==> src/its_pkg.sv <==
`timescale 1ns / 1ps
// package for the interval timer statistics core
// state type of the controller; command and status types shared by controller and datapath; no dependencies
package its_pkg;

  localparam logic OP_START = 1'b0;
  localparam logic OP_STOP  = 1'b1;

  typedef enum logic [2:0] {
    ST_IDLE,
    ST_MUL,
    ST_ADD,
    ST_DIV,
    ST_COMMIT,
    ST_DONE
  } its_state_t;

  typedef struct packed {
    logic capture;
    logic mul_step;
    logic add_dur;
    logic div_step;
    logic commit;
    logic load_out;
  } its_cmd_t;

  typedef struct packed {
    logic long_path;
  } its_status_t;

endpackage

==> src/its_ctrl.sv <==
`timescale 1ns / 1ps
// controller state machine for the interval timer statistics core
// depends on its_pkg; drives commands into its_datapath
module its_ctrl
  import its_pkg::*;
#(
  parameter int TIME_WIDTH  = 48,
  parameter int COUNT_WIDTH = 32
) (
  input  logic        clk,
  input  logic        rst,
  input  logic        s_tvalid,
  output logic        s_tready,
  output logic        m_tvalid,
  input  logic        m_tready,
  input  its_status_t stat,
  output its_cmd_t    cmd
);

  localparam int MAX_STEPS = (TIME_WIDTH > COUNT_WIDTH) ? TIME_WIDTH : COUNT_WIDTH;
  localparam int CNT_W     = $clog2(MAX_STEPS);

  its_state_t       state, state_next;
  logic [CNT_W-1:0] cnt, cnt_next;
  logic             m_tvalid_next;

  always_ff @(posedge clk) begin
    if (rst) begin
      state    <= ST_IDLE;
      cnt      <= '0;
      m_tvalid <= 1'b0;
    end else begin
      state    <= state_next;
      cnt      <= cnt_next;
      m_tvalid <= m_tvalid_next;
    end
  end

  always_comb begin
    state_next    = state;
    cnt_next      = cnt;
    cmd           = '0;
    s_tready      = 1'b0;
    m_tvalid_next = m_tvalid && !m_tready;
    case (state)
      ST_IDLE: begin
        s_tready = 1'b1;
        if (s_tvalid) begin
          cmd.capture = 1'b1;
          cnt_next    = '0;
          state_next  = stat.long_path ? ST_MUL : ST_COMMIT;
        end
      end
      ST_MUL: begin
        cmd.mul_step = 1'b1;
        cnt_next     = cnt + 1'b1;
        if (cnt == CNT_W'(COUNT_WIDTH - 1)) begin
          state_next = ST_ADD;
        end
      end
      ST_ADD: begin
        cmd.add_dur = 1'b1;
        cnt_next    = '0;
        state_next  = ST_DIV;
      end
      ST_DIV: begin
        cmd.div_step = 1'b1;
        cnt_next     = cnt + 1'b1;
        if (cnt == CNT_W'(TIME_WIDTH - 1)) begin
          state_next = ST_COMMIT;
        end
      end
      ST_COMMIT: begin
        cmd.commit = 1'b1;
        state_next = ST_DONE;
      end
      ST_DONE: begin
        if (!m_tvalid || m_tready) begin
          cmd.load_out  = 1'b1;
          m_tvalid_next = 1'b1;
          state_next    = ST_IDLE;
        end
      end
      default: begin
        state_next = ST_IDLE;
      end
    endcase
  end

endmodule

==> src/its_datapath.sv <==
`timescale 1ns / 1ps
// datapath of the interval timer statistics core: statistics registers,
// shift-add multiplier, restoring divider and output register; depends on its_pkg
module its_datapath
  import its_pkg::*;
#(
  parameter int TIME_WIDTH  = 48,
  parameter int COUNT_WIDTH = 32
) (
  input  logic                                    clk,
  input  logic                                    rst,
  input  its_cmd_t                                cmd,
  output its_status_t                             stat,
  input  logic [((TIME_WIDTH+7)/8)*8-1:0]         s_tdata,
  input  logic                                    s_tuser,
  output logic [COUNT_WIDTH+3*TIME_WIDTH-1:0]     m_tdata,
  output logic                                    m_tuser
);

  localparam int TW = TIME_WIDTH;
  localparam int CW = COUNT_WIDTH;

  logic [TW-1:0]    timestamp;
  logic [TW-1:0]    start_time, mean_value, least_value, greatest_value;
  logic             start_valid;
  logic [CW-1:0]    event_count;
  logic [TW-1:0]    dur, hi, quo;
  logic [CW-1:0]    lo;
  logic [CW:0]      rem, divisor;
  logic             op_stop, take;
  logic [TW:0]      mul_sum;
  logic [TW+CW-1:0] numer;
  logic [CW+1:0]    trial, diff;

  assign timestamp      = s_tdata[TW-1:0];
  assign stat.long_path = (s_tuser == OP_STOP) && start_valid && (start_time <= timestamp);

  assign mul_sum = {1'b0, hi} + {1'b0, (lo[0] ? mean_value : {TW{1'b0}})};
  assign numer   = {hi, lo} + {{CW{1'b0}}, dur};
  assign divisor = {1'b0, event_count} + {{CW{1'b0}}, 1'b1};
  assign trial   = {rem, quo[TW-1]};
  assign diff    = trial - {1'b0, divisor};

  always_ff @(posedge clk) begin
    if (rst) begin
      start_time     <= '0;
      start_valid    <= 1'b0;
      event_count    <= '0;
      mean_value     <= '0;
      least_value    <= '1;
      greatest_value <= '0;
    end else begin
      if (cmd.capture && s_tuser == OP_START) begin
        start_time  <= timestamp;
        start_valid <= 1'b1;
      end
      if (cmd.commit) begin
        if (take) begin
          mean_value <= quo;
          if (dur < least_value) begin
            least_value <= dur;
          end
          if (dur > greatest_value) begin
            greatest_value <= dur;
          end
        end
        if (op_stop && event_count != {CW{1'b1}}) begin
          event_count <= event_count + 1'b1;
        end
      end
    end
  end

  // multiplier and divider working registers
  always_ff @(posedge clk) begin
    if (cmd.capture) begin
      op_stop <= (s_tuser == OP_STOP);
      take    <= stat.long_path;
      dur     <= timestamp - start_time;
      hi      <= '0;
      lo      <= event_count;
    end
    if (cmd.mul_step) begin
      {hi, lo} <= {mul_sum, lo[CW-1:1]};
    end
    if (cmd.add_dur) begin
      rem <= {1'b0, numer[TW+CW-1:TW]};
      quo <= numer[TW-1:0];
    end
    if (cmd.div_step) begin
      rem <= diff[CW+1] ? trial[CW:0] : diff[CW:0];
      quo <= {quo[TW-2:0], !diff[CW+1]};
    end
    if (cmd.load_out) begin
      m_tdata <= {greatest_value, least_value, mean_value, event_count};
      m_tuser <= take;
    end
  end

endmodule

==> src/interval_timer_statistics_core.sv <==
`timescale 1ns / 1ps
// interval timer statistics core, top level; depends on its_pkg, its_ctrl, its_datapath
// a timed stop runs the shift-add multiplier over every bit of the count, adds the
// duration, then runs the restoring divider one quotient bit per step; start events
// and untimed stops go straight to commit; the result becomes valid in the same cycle
// that s_tready returns; rst is synchronous and active high: statistics cleared, minimum set to all ones
module interval_timer_statistics_core
  import its_pkg::*;
#(
  parameter int TIME_WIDTH  = 48,
  parameter int COUNT_WIDTH = 32
) (
  input  logic                                clk,
  input  logic                                rst,
  input  logic                                s_tvalid,
  output logic                                s_tready,
  input  logic [((TIME_WIDTH+7)/8)*8-1:0]     s_tdata,  // timestamp
  input  logic                                s_tuser,  // operation
  output logic                                m_tvalid,
  input  logic                                m_tready,
  // sample_count, average_duration, minimum_duration, maximum_duration
  output logic [COUNT_WIDTH+3*TIME_WIDTH-1:0] m_tdata,
  output logic                                m_tuser   // sample_valid
);

  its_cmd_t    cmd;
  its_status_t stat;

  its_ctrl #(
    .TIME_WIDTH (TIME_WIDTH),
    .COUNT_WIDTH(COUNT_WIDTH)
  ) u_ctrl (
    .clk     (clk),
    .rst     (rst),
    .s_tvalid(s_tvalid),
    .s_tready(s_tready),
    .m_tvalid(m_tvalid),
    .m_tready(m_tready),
    .stat    (stat),
    .cmd     (cmd)
  );

  its_datapath #(
    .TIME_WIDTH (TIME_WIDTH),
    .COUNT_WIDTH(COUNT_WIDTH)
  ) u_datapath (
    .clk    (clk),
    .rst    (rst),
    .cmd    (cmd),
    .stat   (stat),
    .s_tdata(s_tdata),
    .s_tuser(s_tuser),
    .m_tdata(m_tdata),
    .m_tuser(m_tuser)
  );

endmodule

==> config.mk <==
export PLATFORM = sky130hd
export DESIGN_NAME = interval_timer_statistics_core
export DESIGN_NICKNAME = d
export VERILOG_FILES = /design/src/its_pkg.sv /design/src/its_ctrl.sv /design/src/its_datapath.sv /design/src/interval_timer_statistics_core.sv
export SDC_FILE = /design/constraint.sdc
export NUM_CORES = 1
export LEC_CHECK = 0
export ABC_AREA = 1
export BUFFER_PORTS_ARGS = -buffer_cell sky130_fd_sc_hd__buf_2
export CORE_MARGIN = 2
export CORE_UTILIZATION = 60
export CTS_CLUSTER_SIZE = 28
export DETAILED_ROUTE_END_ITERATION = 10
export PLACE_DENSITY = 0.82
export REMOVE_ABC_BUFFERS = 1
export SLEW_MARGIN = 20
export SYNTH_ARGS = -nofsm -noshare
export SYNTH_HDL_FRONTEND = slang
export SYNTH_SLANG_ARGS = --single-unit
==> constraint.sdc <==
create_clock -name clk -period 19.23 [get_ports clk]
set_clock_uncertainty 0.2 [all_clocks]
set_input_delay 0.9615 -clock clk [delete_from_list [all_inputs] [get_ports clk]]
set_output_delay 0.9615 -clock clk [all_outputs]
set_load 0.01 [all_outputs]
== Word-level counts from Yosys, hierarchy flattened ==
Cells that the tools add are included.

* Add/subtract/negate cells: 7
* Multipliers: 0
* Div/mod/pow operators: 0
* Order comparisons: 3
* Equal/unequal tests: 12
* Shift operators: 0
* Mux-type cells: 29
* Bitwise gates (word level): 1
* Reduce and logical (&&, ||, !) cells: 20

{| class="wikitable"
|+ Operators by type and width
! operator !! count
|-
| $mux W48 || 5
|-
| $mux W33 || 3
|-
| $add A80 B48 Y80 || 1
|-
| $mux W32 || 2
|-
| $add A48 B48 Y49 || 1
|-
| $gt A48 B48 Y1 || 1
|-
| $le A48 B48 Y1 || 1
|-
| $lt A48 B48 Y1 || 1
|-
| $sub A48 B48 Y48 || 1
|-
| $sub A34 B33 Y34 || 1
|-
| $add A32 B1 Y33 const B || 1
|-
| $add A32 B1 Y32 const B || 1
|-
| $ne A32 B32 Y1 const B || 1
|-
| $pmux W3 S6 || 1
|-
| $pmux W6 S3 || 1
|-
| $mux W3 || 5
|-
| $mux W1 || 11
|-
| $add A6 B1 Y6 const B || 1
|-
| $eq A3 B2 Y1 const B || 2
|-
| $eq A3 B3 Y1 const B || 2
|-
| $eq A6 B5 Y1 const B || 1
|-
| $eq A6 B6 Y1 const B || 1
|-
| $mux W6 || 1
|-
| $ne A2 B1 Y1 const B || 3
|-
| 13 further kinds || 23
|}

* Register bits: 623
* Bits in latches: 0
* RAM bits: 0
* ROM bits: 0
* Input bits: 53
* Output and inout bits: 179
* Memories: 0

== Logic depth before layout (Yosys ltp) ==
Gate-level depths: netlist of the first run.

* Depth in word-level cells: 5
* Gate-level depth with buffers: 20
* Gate-level depth less buffers: 18

== Hierarchy ==
From an unflattened synthesis of the first run, not the netlist that was laid out.

* Cells, all modules: 5771
* Area, all modules: 41429.7 µm²

{| class="wikitable"
|+ By module, submodules not included
! module !! instances !! cells an instance !! area each (µm²)
|-
| its_datapath || 1 || 5679 || 40802.9
|-
| its_ctrl || 1 || 92 || 626.9
|}

== Worst setup path before layout of the first run ==
OpenSTA, ideal clock, no wires.

* Path kind: input to register
* From: in m_tready
* To: reg u_datapath.m_tdata[0] (enable)
* Library setup time: 0.774 ns
* Arrival time: 9.532 ns
* Required time: 18.256 ns
* Slack: 8.724 ns
* Cell stages on the path: 2
* Buffers on the path: 0
* Cell sequence: inv_1 a21oi_1

{| class="wikitable"
|+ RTL lines
! element !! line !! source
|-
| start: declaration || interval_timer_statistics_core.sv:20 || <nowiki>input logic m_tready,</nowiki>
|-
| end signal: assignment || its_datapath.sv:95 || <nowiki>m_tdata <= {greatest_value, least_value, mean_value, event_count};</nowiki>
|-
| end: declaration || its_datapath.sv:16 || <nowiki>output logic [COUNT_WIDTH+3*TIME_WIDTH-1:0] m_tdata,</nowiki>
|}

== Worst setup path after layout of the first run ==
* From: reg u_ctrl.state[2]
* To: reg u_datapath.greatest_value[9]

* Word-level cells in the longest chain between the ends: 3

{| class="wikitable"
|+ Ends and longest elaborated chain
! element !! line !! source
|-
| start: declaration || its_ctrl.sv:23 || <nowiki>its_state_t state, state_next;</nowiki>
|-
| start signal: assignment || its_ctrl.sv:33 || <nowiki>state <= state_next;</nowiki>
|-
| $eq A3 B3 Y1 || its_ctrl.sv:45 || <nowiki>case (state)</nowiki>
|-
| $mux W1 || its_ctrl.sv:45 ||
|-
| $reduce_and A3 Y1 (no source line) || - ||
|-
| end signal: assignment || its_datapath.sv:64 || <nowiki>greatest_value <= dur;</nowiki>
|-
| end: declaration || its_datapath.sv:24 || <nowiki>logic [TW-1:0] start_time, mean_value, least_value, greatest_value;</nowiki>
|}

No other way between the ends.
A chain may end at the register's enable or synchronous reset.

==> out/results.ini, run 1 <==
[logic_synthesis]
ys_warn_count = 0
yosys-top-cells-area = edfxtp_1 28%, nand2_1 14%, dfxtp_1 11%
ys_ff_latch = 623
synth_flop_cell = edfxtp_1
synthDistinctLibCells = 50
synth_edf_count = 388
synth_top_cell_area_share_pct = 28.5
synth_top_cell_by_area = edfxtp_1
ys_top_cells_by_count = 1571 x nand2_1, 920 x inv_1, 537 x nor2_1
syn_inst = 5692
async_flop_share_pct = 0
syn_area_mm2 = 0.0409
synth.most_common_cell = nand2_1
syn_area_per_cell_um2 = 7.19
yosysSeqAreaShare_pct = 40.0

[power_and_ir_drop]
peakVddDrop_mv = 0.130
pwr_density_cell_mw_per_mm2 = 154
p_leak_nw = 20.6

[route]
drc_errors = 0
vias = 39833
initialDrtViolationCount = 5068
totalWireLength_um = 142000
dr.pass1.iters = 6
via_per_inst = 5.85
wire_per_inst_um = 20.9
antenna_left = 0

[floorplan]
die_y_um = 265
die-width_um = 265
rows = 95
start_util_pct = 60.7
core-area_mm2 = 0.0674
boundaryPins = 232
die_area_mm2 = 0.0703

[worst_setup_path]
crit_start = u_ctrl.state[2]
cp_data_required_time_ns = 19.54
regToRegEndpoint = u_datapath.greatest_value[9]
r2r-start = u_ctrl.state[2]
path_class = reg -> reg
r2r_setup_slack_ns = 15.38
critPathCaptureType = flop
setup.worst_path.start_class = flop
crit_fanout = 56
rr_worst_depth = 10
arrival_ns = 4.15

[placed_design]
hpwl_um = 111000
placement.cell_area_mm2 = 0.0428
place.gp.congestion = 1.05
port_buffers = 231

[sta]
worstMarginPinSlew_ns = 1.15
finalHoldViolCount = 0
final.period_utilization_pct = 20.0
finalMaxSlewViolations = 0
fin_crit_ns = 3.85
setup_viol = 0
grt_setup_unrepaired = false
fmax_mhz = 260
final.setup.tns_ns = 0
relSlewSlack_pct = 23.4

[layout]
n_fill_cell = 5953
area_growth_pct = 10.3
layout-drive-gt1-share_pct = 6.83
fin_util_pct = 67.0
multi_input_area_mm2 = 0.0205
postLayoutCellArea_mm2 = 0.0451
nets = 6207
register_area_mm2 = 0.0164

[global_route]
overflow = 0
grt_pass1_wl_um = 213000
track_usage_pct = 39.6
grt_max_degree = 97
grt_pass1_vias = 36217
antenna_found_initial = 4

[clocking]
cts_made_buffers = 69
cts_tree = yes
cts_sinks = 623
root_buffer = clkbuf_16
post_cts_buffers = 0
postCtsHoldBufs = 0
htreeDepth = 3
path_clk_slew_ns = 0.06
insertion_delay_ns = 0.64
post_cts_resized = 0
cts_buffer_depth = 3

[job]
cap_violations = 0

[run_status]
status = completed

[hold_path]
hold_end = u_datapath.start_valid
hold_start = u_datapath.start_valid
hp-class = reg -> reg
hold_depth = 2

==> power breakdown <==
| part | total, mW | internal [mW] | switching, mW | leakage, nW |
|---|---|---|---|---|
| Sequential | 2.29 | 1.92 | 0.376 | 5.51 |
| Combinational | 3.25 | 0.967 | 2.29 | 14.0 |
| Clock | 1.38 | 0.794 | 0.589 | 1.11 |
| Total | 6.93 | 3.68 | 3.25 | 20.6 |
==> logic make-up (layout without fill, tap and decap cells) <==
group | after synthesis | in the layout | synth area share (%)
compound gates | 808 | 808 | 10.4
fa+ha+maj | 277 | 277 | 8.54
simple gates | 2793 | 2793 | 28.3
buf+inv | 1064 | 1303 | 10.0
other cells | 0 | 1 | 0
flops | 623 | 623 | 40.0
xor+xnor | 127 | 127 | 2.72
==> layout make-up <==
type,instances,area share (%)
repair buffers,251,2.94
clock inverters,36,0.921
clock buffers,89,4.24
inverters,927,7.72
multi-input cells,4005,45.5
well taps,873,2.42
diodes,1,0.00555
flip-flops and latches,623,36.2
==> critical path, cell delays in order, from the launching register on <==
cell and delay, ns:
dfxtp_1 0.50, inv_2 0.12, nor2_4 0.12, buf_4 0.47, nand2_2 0.06, buf_4 0.33
nor2_4 0.88, buf_4 0.64, nand3_1 0.16, nand2_1 0.11, nor2_1 0.07
==> stage by stage <==
stage / power (mW) / cells / hold WS (ns) / worst slack (ns)
after floorplan: 4.23 / 5555 / 0.224 / 8.72
after global placement: 5.35 / 6678 / 0.239 / 15.64
after detailed placement: 5.40 / 6678 / 0.240 / 15.50
after CTS: 6.79 / 6803 / 0.250 / 15.48
after global routing: 7.29 / 6804 / 0.268 / 15.16
final: 6.93 / 6805 / 0.255 / 15.38
==> registers in the layout, indices dropped and copies added, names as in the netlist <==
signal	count
u_datapath.start_valid	1
u_datapath.event_count	32
u_datapath.greatest_value	48
u_datapath.mean_value	48
u_datapath.dur	48
u_datapath.take	1
u_datapath.hi	48
u_datapath.m_tuser	1
u_ctrl.cnt	6
u_datapath.op_stop	1
u_datapath.m_tdata	176
u_datapath.rem	33
u_datapath.start_time	48
u_datapath.least_value	48
u_datapath.quo	48
u_ctrl.state	3
u_datapath.lo	32
u_ctrl.m_tvalid	1
==> cell usage in the layout, fill, tap and decap left out, types with 7 or more instances in the layout <==
cell type   netlist  layout
a21boi_0          8       8
a21o_1           22      22
a21oi_1         448     447
a31oi_1          21      21
buf_2            26     230
buf_4             8      20
clkbuf_1         87      11
clkbuf_16         0      71
clkbuf_8          0       7
clkinvlp_4        0       8
dfxtp_1         235     235
edfxtp_1        388     388
ha_1            273     273
inv_1           920     918
inv_2             7       8
nand2_1        1571    1569
nand2_2           8       9
nand3_1         474     473
nand3b_1         17      17
nand4_1          53      53
nor2_1          537     534
nor2_4            3       7
nor3_1           85      84
nor4_1           14      14
o21a_1           12      12
o21ai_0         261     260
o21bai_1         23      23
xnor2_1          60      60
xor2_1           67      67
==> worst max path at each step <==
| stage | cells past startpoint | to |
|---|---|---|
| after floorplan | 2 | u_datapath.m_tdata[0] |
| after global placement | 10 | u_datapath.greatest_value[19] |
| after detailed placement | 10 | u_datapath.greatest_value[19] |
| after CTS | 10 | u_datapath.greatest_value[9] |
| after global routing | 10 | u_datapath.greatest_value[19] |
| final | 10 | u_datapath.greatest_value[9] |
==> metal layers <==
layer  GRT usage [%]  wire length, um  up-vias
li1                -                -    18825
met1            56.3            59300    18485
met4            13.9             5280        2
met5               0               12        -
met3            6.62            15300      305
met2            61.2            62500     2216
Note: power is estimated with default switching activity, not from simulation.
==> run 2: changes to the inputs <==
- CORE_UTILIZATION: 60 -> 57
- PLACE_DENSITY: 0.82 -> 0.81
- clock period: 19.23 -> 3.2 ns (I/O delays scaled with it)
==> run 2 against run 1 <==
Core utilization fell by 0.41 points. Non-clock buffer count rose by 217. Register-to-register slack got worse by 15 ns. Count of clock-buffer cells in the layout fell by 6. Highest routed layer unchanged.
==> out/results.ini, run 2 (synthesis results as in run 1) <==
[run_status]
status = completed

[clocking]
cts_buffer_depth = 3  ; unchanged
cts_sinks = 623  ; unchanged
htreeDepth = 3  ; unchanged
cts_tree = yes
insertion_delay_ns = 0.64  ; about the same
root_buffer = clkbuf_16
cts_made_buffers = 68  ; -1.4%
path_clk_slew_ns = 0.06  ; about the same

[global_route]
track_usage_pct = 38.4  ; -1.2 points
antenna_found_initial = 2  ; -2
grt_max_degree = 111  ; +14%
grt_pass1_wl_um = 217000  ; +1.8%
overflow = 0  ; unchanged
grt_pass1_vias = 36770  ; +1.5%

[sta]
fin_crit_ns = 3.11  ; -0.734 ns
grt_setup_unrepaired = true
relSlewSlack_pct = 22.9  ; -0.47 points
worstMarginPinSlew_ns = 1.16  ; +0.00700 ns
setup_viol = 0  ; unchanged
fmax_mhz = 321  ; +24%
final.period_utilization_pct = 97.3  ; +77 points
finalMaxSlewViolations = 0  ; unchanged
finalHoldViolCount = 0  ; unchanged

[route]
drc_errors = 0  ; unchanged
totalWireLength_um = 147000  ; +3.4%
via_per_inst = 5.69  ; -2.7%
vias = 40425  ; +1.5%
antenna_left = 0  ; unchanged
initialDrtViolationCount = 4835  ; -4.6%
wire_per_inst_um = 20.7  ; -0.90%
dr.pass1.iters = 6  ; unchanged

[power_and_ir_drop]
peakVddDrop_mv = 0.643  ; +390%
total_power_mw = 43.1  ; +520%
pwr_density_cell_mw_per_mm2 = 910  ; +490%
p_leak_nw = 21.7  ; +5.6%

[layout]
mostFrequentLayoutCell = nand2_1
layout-drive-gt1-share_pct = 10.1  ; +3.3 points
postLayoutCellArea_mm2 = 0.0474  ; +5.1%
n_antenna_cell = 0  ; -1
largest-register = u_datapath.m_tdata
nets = 6424  ; +3.5%
layout_common_cells = 1568 x nand2_1, 918 x inv_1, 519 x nor2_1
area_growth_pct = 15.8
largest_register_ffs = 176  ; unchanged

[worst_setup_path]
crit_buf_inv = 0  ; -4
path_class = reg -> reg
cp_top_family = compound AO/OA/AOI/OAI gates
setup.worst_path.start_class = flop
cp_data_required_time_ns = 3.37  ; -16.17 ns
crit_fanout = 3  ; -95%
arrival_ns = 3.28  ; -0.87 ns
cp_slowest_cell = edfxtp_1
max_stage_delay_ns = 0.53  ; -0.35 ns
critPathCaptureType = flop
crit_chain = ha_1 > a21oi_1 > o21ai_0 > a21oi_1 > o21a_1 > nand3_1 > or2_2 > nand3_1 > nand2_1

[floorplan]
start_util_pct = 57.4  ; -3.3 points
die_area_mm2 = 0.0740  ; +5.2%
die-width_um = 272  ; +2.6%
boundaryPins = 232  ; unchanged
die_y_um = 272  ; +2.6%
core-area_mm2 = 0.0712  ; +5.7%
rows = 98  ; +3.2%

[placed_design]
hpwl_um = 114000  ; +2.0%
placement.cell_area_mm2 = 0.0441  ; +3.1%
place.gp.congestion = 0.988  ; -6.3%
port_buffers = 231  ; unchanged

[job]
cap_violations = 0  ; unchanged

[hold_path]
hp-class = in -> reg

run 2: changes by cell type in the layout (fill, tap and decap cells not counted), sizes merged:
cell / delta
buf: +163
dlygate4sd3: +53
clkbuf: -5
clkinv: +5
inv: +3
clkinvlp: -2
bufinv: +1
diode: -1
nor2: +1
run 2: worst paths after layout:
path         slack (ns)                        end  cells past startpoint                      start
min                0.18   u_datapath.start_time[8]                      4                 s_tdata[8]
min reg2reg        0.26  u_datapath.start_time[26]                      2  u_datapath.start_time[26]
max                0.09          u_datapath.rem[1]                      9         u_datapath.dur[46]
max reg2reg        0.09          u_datapath.rem[1]                      9         u_datapath.dur[46]
run 2: power by group:
part	switching [mW]	internal [mW]	total, mW
Clock	3.63	4.78	8.41
Combinational	14.3	6.84	21.1
Sequential	2.11	11.5	13.6
Total	20.0	23.1	43.1
run 2: cell type report:
cell class	instances	area (um^2)
tap	950	1190
timing repair buffer	468	3290
inverter	927	3480
multi-input combinational	4006	20700
clock buffer	83	1850
fill	6164	23800
clock inverter	43	520
sequential	623	16400
run 2: tightest hold or removal path: stages:
cell and delay, ns:
dlygate4sd3_1 0.53, buf_2 0.11, o21ai_0 0.07, a21oi_1 0.10
run 2: metal layers:
layer	track usage, %	vias to the layer above	routed length [um]
li1	-	19263	-
met1	54.1	18792	61800
met2	59.4	2084	64700
met3	6.45	284	14800
met4	14.4	2	5760
met5	0	-	12
run 2: what timing repair did:
item	in CTS	in global routing
gates cloned	0	2
pin swaps	0	2
endpoints found under the setup margin	4	140
hold buffers	53	0
buffers inserted	0	25
endpoints found under the hold margin	134	0
resized for setup	2	61
run 2: stage by stage:
stage | setup TNS, ns | hold WS (ns) | instances | util (%) | worst slack [ns]
detailed placement | -0.0603 | 0.246 | 6894 | 61.9 | -0.0507
floorplan | -2366.96 | 0.0291 | 5555 | - | -7.00
global placement | -0.120 | 0.238 | 6894 | 61.9 | -0.0745
finish | 0 | 0.178 | 7100 | 66.5 | 0.0871
global route | -0.0191 | 0.172 | 7100 | 66.5 | -0.0108
CTS | 0 | 0.128 | 7073 | 66.0 | 0.00338
